[src/design/stft_magnitude_frames_macros.svh]
// assertion macros shared by the stft magnitude design
`ifndef STFT_MAGNITUDE_FRAMES_MACROS_SVH
`define STFT_MAGNITUDE_FRAMES_MACROS_SVH

// same-cycle implication, disabled in reset
`define STFT_ASSERT_IMP(label, clk, rst_n, a, b) \
	label: assert property (@(posedge clk) disable iff (!rst_n) (a) |-> (b)) \
		else $error("stft implication failed");

// next-cycle implication, disabled in reset
`define STFT_ASSERT_NEXT(label, clk, rst_n, a, b) \
	label: assert property (@(posedge clk) disable iff (!rst_n) (a) |=> (b)) \
		else $error("stft next-cycle check failed");

`endif

[src/design/stft_pkg.sv]
// shared types, constants and twiddle/window tables for the stft magnitude block
package stft_pkg;

	localparam int FRAME_LEN  = 64;
	localparam int TWO_N      = 2 * FRAME_LEN;
	localparam int ADDR_W     = $clog2(FRAME_LEN);
	localparam int NUM_BINS   = FRAME_LEN / 2 + 1;
	localparam int BIN_W      = 6;
	localparam int HOP_W      = 7;
	localparam int HOP_RESET  = 16;
	localparam int SEEN_W     = 17;
	localparam int FIDX_W     = 16;
	localparam int SAMPLE_W   = 16;
	localparam int MAG_W      = 21;
	localparam int XW_W       = 32;
	localparam int PROD_W     = 48;
	localparam int ACC_W      = 54;
	localparam int AR_W       = 30;
	localparam int SQ_W       = 2 * AR_W + 1;
	localparam int ROOT_W     = 31;
	localparam int ROOT_STEPS = (SQ_W + 1) / 2;

	localparam longint ONE_Q30 = 64'sd1073741824;
	localparam longint PI_Q30  = 64'sd3373259426;

	// table selectors
	localparam int ROM_COS = 0;
	localparam int ROM_SIN = 1;
	localparam int ROM_WIN = 2;

	typedef logic signed [SAMPLE_W-1:0] q15_rom_t [FRAME_LEN];

	typedef struct packed {
		logic signed [SAMPLE_W-1:0] sample;
		logic                       end_of_stream;
	} in_word_t;

	typedef struct packed {
		logic [FIDX_W-1:0] frame_index;
		logic [BIN_W-1:0]  bin_index;
		logic [MAG_W-1:0]  magnitude;
		logic              last_bin;
	} out_word_t;

	typedef struct packed {
		logic              wr_en;
		logic [ADDR_W-1:0] wr_addr;
		logic              issue;
		logic              first;
		logic              last;
		logic [ADDR_W-1:0] rd_addr;
		logic [ADDR_W-1:0] n;
		logic [ADDR_W-1:0] tw;
	} dp_cmd_t;

	typedef struct packed {
		logic bin_done;
	} dp_stat_t;

	typedef enum logic [1:0] {
		ST_IDLE,
		ST_MAC,
		ST_WAIT,
		ST_OUT
	} state_t;

	function automatic longint mul_q30(input longint a, input longint b);
		return (a * b + (64'sd1 <<< 29)) >>> 30;
	endfunction

	function automatic longint to_q15(input longint v);
		longint t;
		longint r;
		t = v;
		if (t < -ONE_Q30) t = -ONE_Q30;
		if (t > ONE_Q30) t = ONE_Q30;
		r = (((t + ONE_Q30) + (64'sd1 <<< 14)) >>> 15) - 64'sd32768;
		if (r > 64'sd32767) r = 64'sd32767;
		return r;
	endfunction

	// elaboration-time sin/cos in q30 by quadrant reduction and taylor series
	function automatic q15_rom_t build_rom(input int sel);
		q15_rom_t rom;
		longint q, d, ad, a, a2, ts, tc, s, c, cs, sn, w;
		for (int m = 0; m < FRAME_LEN; m++) begin
			q  = (64'sd8 * m + FRAME_LEN) / TWO_N;
			d  = 64'sd4 * m - q * FRAME_LEN;
			ad = (d < 0) ? -d : d;
			a  = (PI_Q30 * ad + FRAME_LEN) / TWO_N;
			a2 = mul_q30(a, a);
			s  = a;
			c  = ONE_Q30;
			ts = mul_q30(a, a2) / 6;       tc = mul_q30(ONE_Q30, a2) / 2;
			s  = s - ts;                   c  = c - tc;
			ts = mul_q30(ts, a2) / 20;     tc = mul_q30(tc, a2) / 12;
			s  = s + ts;                   c  = c + tc;
			ts = mul_q30(ts, a2) / 42;     tc = mul_q30(tc, a2) / 30;
			s  = s - ts;                   c  = c - tc;
			ts = mul_q30(ts, a2) / 72;     tc = mul_q30(tc, a2) / 56;
			s  = s + ts;                   c  = c + tc;
			ts = mul_q30(ts, a2) / 110;    tc = mul_q30(tc, a2) / 90;
			s  = s - ts;                   c  = c - tc;
			ts = mul_q30(ts, a2) / 156;    tc = mul_q30(tc, a2) / 132;
			s  = s + ts;                   c  = c + tc;
			if (d < 0) s = -s;
			case (q % 4)
				0: begin cs = c;  sn = s;  end
				1: begin cs = -s; sn = c;  end
				2: begin cs = -c; sn = -s; end
				default: begin cs = s; sn = -c; end
			endcase
			if (sel == ROM_COS) begin
				rom[m] = SAMPLE_W'(to_q15(cs));
			end else if (sel == ROM_SIN) begin
				rom[m] = SAMPLE_W'(to_q15(sn));
			end else begin
				if (cs > ONE_Q30) cs = ONE_Q30;
				if (cs < -ONE_Q30) cs = -ONE_Q30;
				w = ((ONE_Q30 - cs) + (64'sd1 <<< 15)) >>> 16;
				if (w > 64'sd32767) w = 64'sd32767;
				rom[m] = SAMPLE_W'(w);
			end
		end
		return rom;
	endfunction

	localparam q15_rom_t COS_ROM = build_rom(ROM_COS);
	localparam q15_rom_t SIN_ROM = build_rom(ROM_SIN);
	localparam q15_rom_t WIN_ROM = build_rom(ROM_WIN);

endpackage

[src/design/stft_ctrl.sv]
// controller: stream counters, hop register and per-bin sequencing
`include "stft_magnitude_frames_macros.svh"
module stft_ctrl (
	input  logic                        clk,
	input  logic                        arst_n,
	input  logic                        sample_valid,
	output logic                        sample_ready,
	input  logic                        end_of_stream,
	input  logic                        cfg_we,
	input  logic [stft_pkg::HOP_W-1:0]  cfg_wdata,
	output logic                        bin_valid,
	input  logic                        bin_ready,
	output logic [stft_pkg::FIDX_W-1:0] frame_index,
	output logic [stft_pkg::BIN_W-1:0]  bin_index,
	output logic                        last_bin,
	output stft_pkg::dp_cmd_t           cmd,
	input  stft_pkg::dp_stat_t          stat
);
	import stft_pkg::*;

	state_t              state_q, state_d;
	logic [ADDR_W-1:0]   wr_q, base_q, n_q, rd_q, tw_q, wr_nx;
	logic [SEEN_W-1:0]   seen_q, seen_nx;
	logic [HOP_W-1:0]    phase_q, phase_inc, hop_q, hop_eff;
	logic [FIDX_W-1:0]   fcount_q, fidx_q;
	logic [BIN_W-1:0]    k_q;
	logic [ADDR_W:0]     tw_sum;
	logic                accept, emit, bin_take, at_last_n, at_last_k;

	assign accept    = (state_q == ST_IDLE) && sample_valid;
	assign seen_nx   = (seen_q == '1) ? seen_q : seen_q + 1'b1;
	assign wr_nx     = (wr_q == ADDR_W'(FRAME_LEN - 1)) ? '0 : wr_q + 1'b1;
	assign phase_inc = phase_q + 1'b1;
	assign hop_eff   = (hop_q == '0) ? HOP_W'(1) : hop_q;
	assign emit      = (seen_nx == SEEN_W'(FRAME_LEN)) ||
		((seen_nx > SEEN_W'(FRAME_LEN)) && (phase_inc >= hop_eff));
	assign bin_take  = bin_valid && bin_ready;
	assign at_last_n = (n_q == ADDR_W'(FRAME_LEN - 1));
	assign at_last_k = (k_q == BIN_W'(NUM_BINS - 1));
	assign tw_sum    = (ADDR_W + 1)'(tw_q) + (ADDR_W + 1)'(k_q);

	always_ff @(posedge clk or negedge arst_n) begin
		if (!arst_n) begin
			state_q <= ST_IDLE;
		end else begin
			state_q <= state_d;
		end
	end

	always_comb begin
		state_d = state_q;
		unique case (state_q)
			ST_IDLE: begin
				if (accept && emit) state_d = ST_MAC;
			end
			ST_MAC: begin
				if (at_last_n) state_d = ST_WAIT;
			end
			ST_WAIT: begin
				if (stat.bin_done) state_d = ST_OUT;
			end
			ST_OUT: begin
				if (bin_ready) state_d = at_last_k ? ST_IDLE : ST_MAC;
			end
			default: state_d = ST_IDLE;
		endcase
	end

	always_ff @(posedge clk or negedge arst_n) begin
		if (!arst_n) begin
			wr_q     <= '0;
			seen_q   <= '0;
			phase_q  <= '0;
			fcount_q <= '0;
			hop_q    <= HOP_W'(HOP_RESET);
			base_q   <= '0;
			fidx_q   <= '0;
			k_q      <= '0;
			n_q      <= '0;
			rd_q     <= '0;
			tw_q     <= '0;
		end else begin
			if (cfg_we) hop_q <= cfg_wdata;
			if (accept) begin
				if (emit) begin
					base_q <= wr_nx;
					rd_q   <= wr_nx;
					fidx_q <= fcount_q;
					k_q    <= '0;
					n_q    <= '0;
					tw_q   <= '0;
				end
				if (end_of_stream) begin
					wr_q     <= '0;
					seen_q   <= '0;
					phase_q  <= '0;
					fcount_q <= '0;
				end else begin
					wr_q     <= wr_nx;
					seen_q   <= seen_nx;
					if (seen_nx == SEEN_W'(FRAME_LEN) || emit) begin
						phase_q <= '0;
					end else if (seen_nx > SEEN_W'(FRAME_LEN)) begin
						phase_q <= phase_inc;
					end
					if (emit) fcount_q <= fcount_q + 1'b1;
				end
			end
			if (state_q == ST_MAC) begin
				n_q  <= n_q + 1'b1;
				rd_q <= (rd_q == ADDR_W'(FRAME_LEN - 1)) ? '0 : rd_q + 1'b1;
				tw_q <= (tw_sum >= (ADDR_W + 1)'(FRAME_LEN)) ?
					ADDR_W'(tw_sum - (ADDR_W + 1)'(FRAME_LEN)) : ADDR_W'(tw_sum);
			end
			if (state_q == ST_OUT && bin_ready && !at_last_k) begin
				k_q  <= k_q + 1'b1;
				n_q  <= '0;
				rd_q <= base_q;
				tw_q <= '0;
			end
		end
	end

	assign sample_ready = (state_q == ST_IDLE);
	assign bin_valid    = (state_q == ST_OUT);
	assign frame_index  = fidx_q;
	assign bin_index    = k_q;
	assign last_bin     = at_last_k;

	assign cmd.wr_en   = accept;
	assign cmd.wr_addr = wr_q;
	assign cmd.issue   = (state_q == ST_MAC);
	assign cmd.first   = (n_q == '0);
	assign cmd.last    = at_last_n;
	assign cmd.rd_addr = rd_q;
	assign cmd.n       = n_q;
	assign cmd.tw      = tw_q;

	`STFT_ASSERT_IMP(a_no_in_while_out, clk, arst_n, bin_valid, !sample_ready)
	`STFT_ASSERT_NEXT(a_idle_after_last, clk, arst_n, bin_take && last_bin, sample_ready)
	`STFT_ASSERT_IMP(a_done_in_wait, clk, arst_n, stat.bin_done, state_q == ST_WAIT)
endmodule

[config.mk]
export PLATFORM = sky130hd
export DESIGN_NAME = stft_ctrl
export DESIGN_NICKNAME = d
export VERILOG_FILES = /design/src/design/stft_pkg.sv /design/src/design/stft_ctrl.sv
export VERILOG_INCLUDE_DIRS = /design/src /design/src/design
export SDC_FILE = /design/constraint.sdc
export NUM_CORES = 1
export LEC_CHECK = 0
export BUFFER_PORTS_ARGS = -buffer_cell sky130_fd_sc_hd__buf_2
export CORE_MARGIN = 4
export CORE_UTILIZATION = 45
export CTS_CLUSTER_SIZE = 25
export DETAILED_ROUTE_END_ITERATION = 6
export PLACE_DENSITY = 0.72
export SYNTH_ARGS = -nofsm -noshare
export SYNTH_HDL_FRONTEND = slang
export SYNTH_SLANG_ARGS = --single-unit
[constraint.sdc]
create_clock -name clk -period 7.5 [get_ports clk]
set_input_delay 1.125 -clock clk [delete_from_list [all_inputs] [get_ports clk]]
set_output_delay 1.125 -clock clk [all_outputs]
set_load 0.01 [all_outputs]
Yosys cells after proc, flatten, opt, wreduce, memory -nomap -nowiden
Cells that the tools add are included.
{ "op_classes": {"add_sub_neg": 9, "order_cmp": 3, "n_eq_ne": 13, "mux": 29, "reduce_logical": 23} }
{ "op_table": {"columns": ["operator", "n"], "rows": [
  ["two-way mux 6 bit", 15],
  ["two-way mux 17 bit", 2],
  ["two-way mux 16 bit", 2],
  ["two-way mux 7 bit", 4],
  ["adder 6 x 1 -> 6 bit, second input constant", 4],
  ["== test 6 bit, second input constant", 4],
  ["adder 17 x 1 -> 17 bit, second input constant", 1],
  ["== test 17 bit, second input constant", 1],
  ["== test 17 x 7 -> 1 bit, second input constant", 1],
  ["greater-than comparator 17 x 7 -> 1 bit, second input constant", 1],
  ["adder 16 x 1 -> 16 bit, second input constant", 1],
  ["AND reduction 2 bit", 5],
  ["nonzero test 3 bit", 3],
  ["two-way mux 2 bit", 4],
  ["case mux 2 bit (4 select lines)", 1],
  ["adder 6 x 6 -> 7 bit", 1],
  ["adder 7 x 1 -> 7 bit, second input constant", 1],
  [">= comparator 7 bit", 1],
  [">= comparator 7 bit, second input constant", 1],
  ["logical NOT 7 bit", 1],
  ["logical NOT 6 bit", 1],
  ["!= test 2 x 1 -> 1 bit, second input constant", 3],
  ["nonzero test 2 bit", 3],
  ["subtractor 6 x 1 -> 6 bit, second input constant", 1],
  ["other kinds (9)", 15]
]} }
{ "word_totals": {"regBits": 101, "input_bits": 14, "out_inout_bits": 53, "word_cells": 89} }

Longest topological paths before layout
{ "depth": {"ltp_word": 9, "mapped_depth": 14, "mapped_depth_nobuf": 11} }

Worst setup path after synthesis
No wires, ideal clock.
{ "synth_path": {"path_type": "register -> register", "start": "register seen_q[0]", "end": "register fidx_q[0] (netlist: frame_index[0])", "setup_ps": 125, "t_arrival_ps": 2847, "required_ps": 7375, "slack_ps": 4528, "stages_incl_launch_ff": 12, "n_path_buf": 2, "period_less_slack_ps": 2972, "path_cell_list": "dfrtp_1 > ha_1 > nand3_1 > or4_4 > a31oi_1 > o2111ai_2 > nor4_2 > or3_1 > buf_4 > and2_4 > buf_6 > mux2_4"} }
{ "synth_via": {"elab_chain_len": 6, "word_cells_on_any_way": 8, "cone_classes": "add/sub: 1; order compare: 1; eq/ne: 2; mux: 1; reduce/logical: 3"} }
{ "synth_rtl": {"columns": ["element", "line", "rtl"], "rows": [
  ["from (decl)", "stft_ctrl.sv:23", "logic [SEEN_W-1:0] seen_q, seen_nx;"],
  ["from (signal assigned)", "stft_ctrl.sv:100", "seen_q <= seen_nx;"],
  ["adder 17 x 1 -> 17 bit / == test 17 bit (equally long branches)", "stft_ctrl.sv:31", "assign seen_nx = (seen_q == '1) ? seen_q : seen_q + 1'b1;"],
  ["two-way mux 17 bit (*)", "stft_ctrl.sv:31", null],
  ["greater-than comparator 17 x 7 -> 1 bit", "stft_ctrl.sv:36", "((seen_nx > SEEN_W'(FRAME_LEN)) && (phase_inc >= hop_eff));"],
  ["logical AND 1 bit", "stft_ctrl.sv:36", null],
  ["logical OR 1 bit (*)", "stft_ctrl.sv:35", "assign emit = (seen_nx == SEEN_W'(FRAME_LEN)) ||"],
  ["AND reduction 2 bit (no line) (*)", null, null],
  ["to (signal assigned)", "stft_ctrl.sv:88", "fidx_q <= fcount_q;"],
  ["to (decl)", "stft_ctrl.sv:25", "logic [FIDX_W-1:0] fcount_q, fidx_q;"]
]} }
Every way passes the cells marked *; elsewhere a longest branch is shown, timed or not.
A chain may end at the register's enable or synchronous reset.

Worst setup path after layout
{ "layout_path": {"start": "register seen_q[0]", "end": "register fidx_q[15] (netlist: frame_index[15])"} }
The elaborated chain is that of the path after synthesis.

==> metrics.md <==
| Metric | Value |
|---|---|
| Post-CTS Setup Bufs | `0` |
| First-pass GRT wire length | `24,200 µm` |
| Synth warn | `0` |
| Drt first pass iters | `5` |
| Xor/xnor share of the synthesized area | `2.72%` |
| Power Density | `303 nW/µm²` |
| RSZ-0062 raised after global routing | `no` |
| Mapped Area | `6110 µm²` |
| Mean post-synth cell area | `9.24 µm²` |
| Mux share of post-synthesis cell area | `7.37%` |
| Synth top area share | `40.9%` |
| Layout area overhead | `11.8%` |
| Largest cells by area after synthesis | `dfrtp_1, ha_1, nand2_1, a21oi_1, mux2_4` |
| Worst path required time | `7.74 ns` |
| Routed WL | `14,300 µm` |
| Max-slew violation total from the final report | `0` |
| Clock root buffer | `clkbuf_16` |
| Post-route minimum period | `4.31 ns` |
| CTS Buf Count | `9` |
| GPL Wtd Cong | `0.943` |
| Vias in the first global route | `4,777` |
| Critical Path Sink Type | `flop` |
| Final TNS setup | `0 ns` |
| Area of the multi-input gates | `3270 µm²` |
| Clock sink total | `101` |
| Pin count of the biggest net entering global routing | `60` |
| Final Hold Viols | `0` |
| Maximum fanout along the worst path | `27` |
| Clock transition at path regs | `0.07 ns` |
| Finish-stage setup viols | `0` |
| Number of top-level pins | `67` |
| Total track usage | `18.7%` |
| Status | `complete, no violations` |
| IO buf count | `66` |
| FF/Latch Area | `2530 µm²` |
| Place WS | `3.25 ns` |
| Iteration-0 DRC Markers | `445` |
| Fin area | `6840 µm²` |
| Initial antenna violation count | `0` |
| FP Rows | `42` |
| WP buf/inv | `1` |
| Hold_buf cts | `0` |
| Complex-gate fraction of the synthesized area | `17.2%` |
| Max_slew headroom | `30.9%` |
| Post-place instance area | `6490 µm²` |
| Vias per Instance | `5.72` |
| Clock Skew | `0.00860 ns` |
| CP Class | `flop to flop` |
| Longest Clk Path Bufs | `2` |
| Register bit total from synthesis | `101` |
| CTS tree | `yes` |
| Final net count | `742` |
| Critical Path Max Stage Delay | `0.60 ns` |
| Final hold slack | `0.499 ns` |
| Worst-path cell chain | `ha_1, nand3_1, or4_4, a31oi_1, o2111ai_2, nor4_2, or3_1, buf_4, and2_4, mux2_2` |
| Most frequent cells after synthesis | `dfrtp_1, nand2_1, a21oi_1, o21ai_0, nand3_1` |
| Worst endpoint data arrival time | `4.55 ns` |
| Main combinational cell family by area after synthesis | `simple AND/OR/NAND/NOR gates` |
| Number of synthesized flops with an enable pin | `0` |
| Syn Nets | `702` |
| Worst Hold Class | `flop to flop` |
| Overflow after GRT | `0` |
| Async set or reset register ratio after synthesis | `100%` |
| Distinct cells, synth | `69` |
| Cells after Synth | `662` |
| Clock latency on the worst-skew pair | `0.35 ns` |
| Crit path launch type | `flop` |
| H-tree levels | `3` |
| Post-CTS sizing | `0` |
| Core footprint | `13,300 µm²` |
| Most common cell in the netlist | `dfrtp_1` |
| Fraction of layout instances using a drive strength above 1 | `17.8%` |
| Fill cell count | `1,212` |
| Synth area leader | `dfrtp_1` |
| Post-synthesis sequential area ratio | `41.4%` |
| Die width | `125 µm` |
| Fin cells | `883` |
| Vias | `5,051` |
| Drc violations | `0` |
| Synth Flop Type | `dfrtp_1` |
| HPWL Detailed | `9960 µm` |
| WL/cell | `16.2 µm` |
| Worst slew pin tran | `1.04 ns` |
| Final Worst Setup Slack | `3.19 ns` |
| Die height | `125 µm` |
| CP top delay family | `simple AND/OR/NAND/NOR gates` |
| P_leak | `3.25 nW` |
| Placed Cells | `867` |
| Max Cap Viol | `0` |
| Fin crit share | `57.5%` |
| Post-Synth Simple-Gate Area | `20.7%` |
| ANT nets after route | `0` |
| Adder-cell area share of the yosys netlist | `5.44%` |
| Slowest CP cell | `or3_1` |
| Upper clock frequency limit | `0.232 GHz` |
| Initial Utilization | `46.0%` |
| Inserted Diodes | `0` |
| Full die area | `15,500 µm²` |
| Max VDD drop | `0.118 mV` |
## power by group
part,internal (mW),leakage [nW],switching [mW]
combinational,0.310,1.76,0.404
clock,0.328,0.162,0.213
sequential,0.653,1.33,0.163
total,1.29,3.25,0.781
## cells in the final DEF, fill, tap and decap left out, types with 6 or more instances in the layout
cell type    n
nand2_1     80
mux2_4      15
nor3_1      16
nand2b_1    22
nand4_1     25
and3_1      11
buf_4        6
nand3_1     31
nor2_1      29
clkbuf_16    9
mux2i_1     18
a21oi_1     56
o21ai_0     38
ha_1        25
a31oi_1     13
dfrtp_1    100
o31ai_1      8
inv_1       27
xor2_1      10
buf_2       65
xnor2_1      9
o21a_1       6
## through the flow
stage | power [mW] | utilization, %
6_report | 2.07 | 51.4
5_1_grt | 2.23 | 51.4
4_1_cts | 2.09 | 51.4
3_5_place_dp | 1.54 | 48.8
3_3_place_gp | 1.51 | 48.8
2_1_floorplan | 1.31 | -
## tightest hold or removal path: cells and delay by family (launching register included)
kind / cells / cell delay, ns
and+or+nand+nor: 2 / 0.13
DFF: 1 / 0.34
## per-layer routing
metal	track usage [%]	vias up	share of wire, %	wire, µm
li1	-	2465	-	-
met2	30.6	108	48	6840
met4	6.38	0	1.9	273
met1	25.2	2462	46	6600
met3	3.09	16	4.3	613
met5	0	-	0	0
## cell families (layout without fill, tap and decap cells)
group / Yosys count / after routing
AO/OA/AOI/OAI: 165 / 165
XOR/XNOR: 19 / 19
adder cells (fa/ha/maj): 26 / 26
buffers and inverters: 70 / 115
flip-flops: 101 / 101
multiplexers: 37 / 37
AND/OR/NAND/NOR: 244 / 244
## cell type report
cell class	count	area share [%]
Clock inverter	7	1.79
Inverter	28	1.54
Multi-Input combinational cell	491	47.8
Tap cell	176	3.22
Sequential cell	101	37.0
Timing Repair Buffer	71	5.42
Clock buffer	9	3.29
## registers in the layout, summed over array words and instances (netlist names)
signal,cells
base_q,6
fcount_q,16
bin_index,6
wr_q,6
rd_q,6
state_q,2
hop_q,7
n_q,6
seen_q,17
phase_q,7
frame_index,16
tw_q,6
## path summary, 6_finish.rpt
check                           startpoint              end  slack [ns]  depth (start not counted)
worst max register to register   seen_q[0]  frame_index[15]        3.19                         10
worst min register to register   base_q[1]        base_q[1]        0.50                          2
worst min-delay path             base_q[1]        base_q[1]        0.50                          2
max in group asynchronous           arst_n       phase_q[5]        5.57                          2
worst max-delay path             seen_q[0]  frame_index[15]        3.19                         10
min in group asynchronous           arst_n   frame_index[3]        0.77                          1
(Power assumes the default switching activity.)
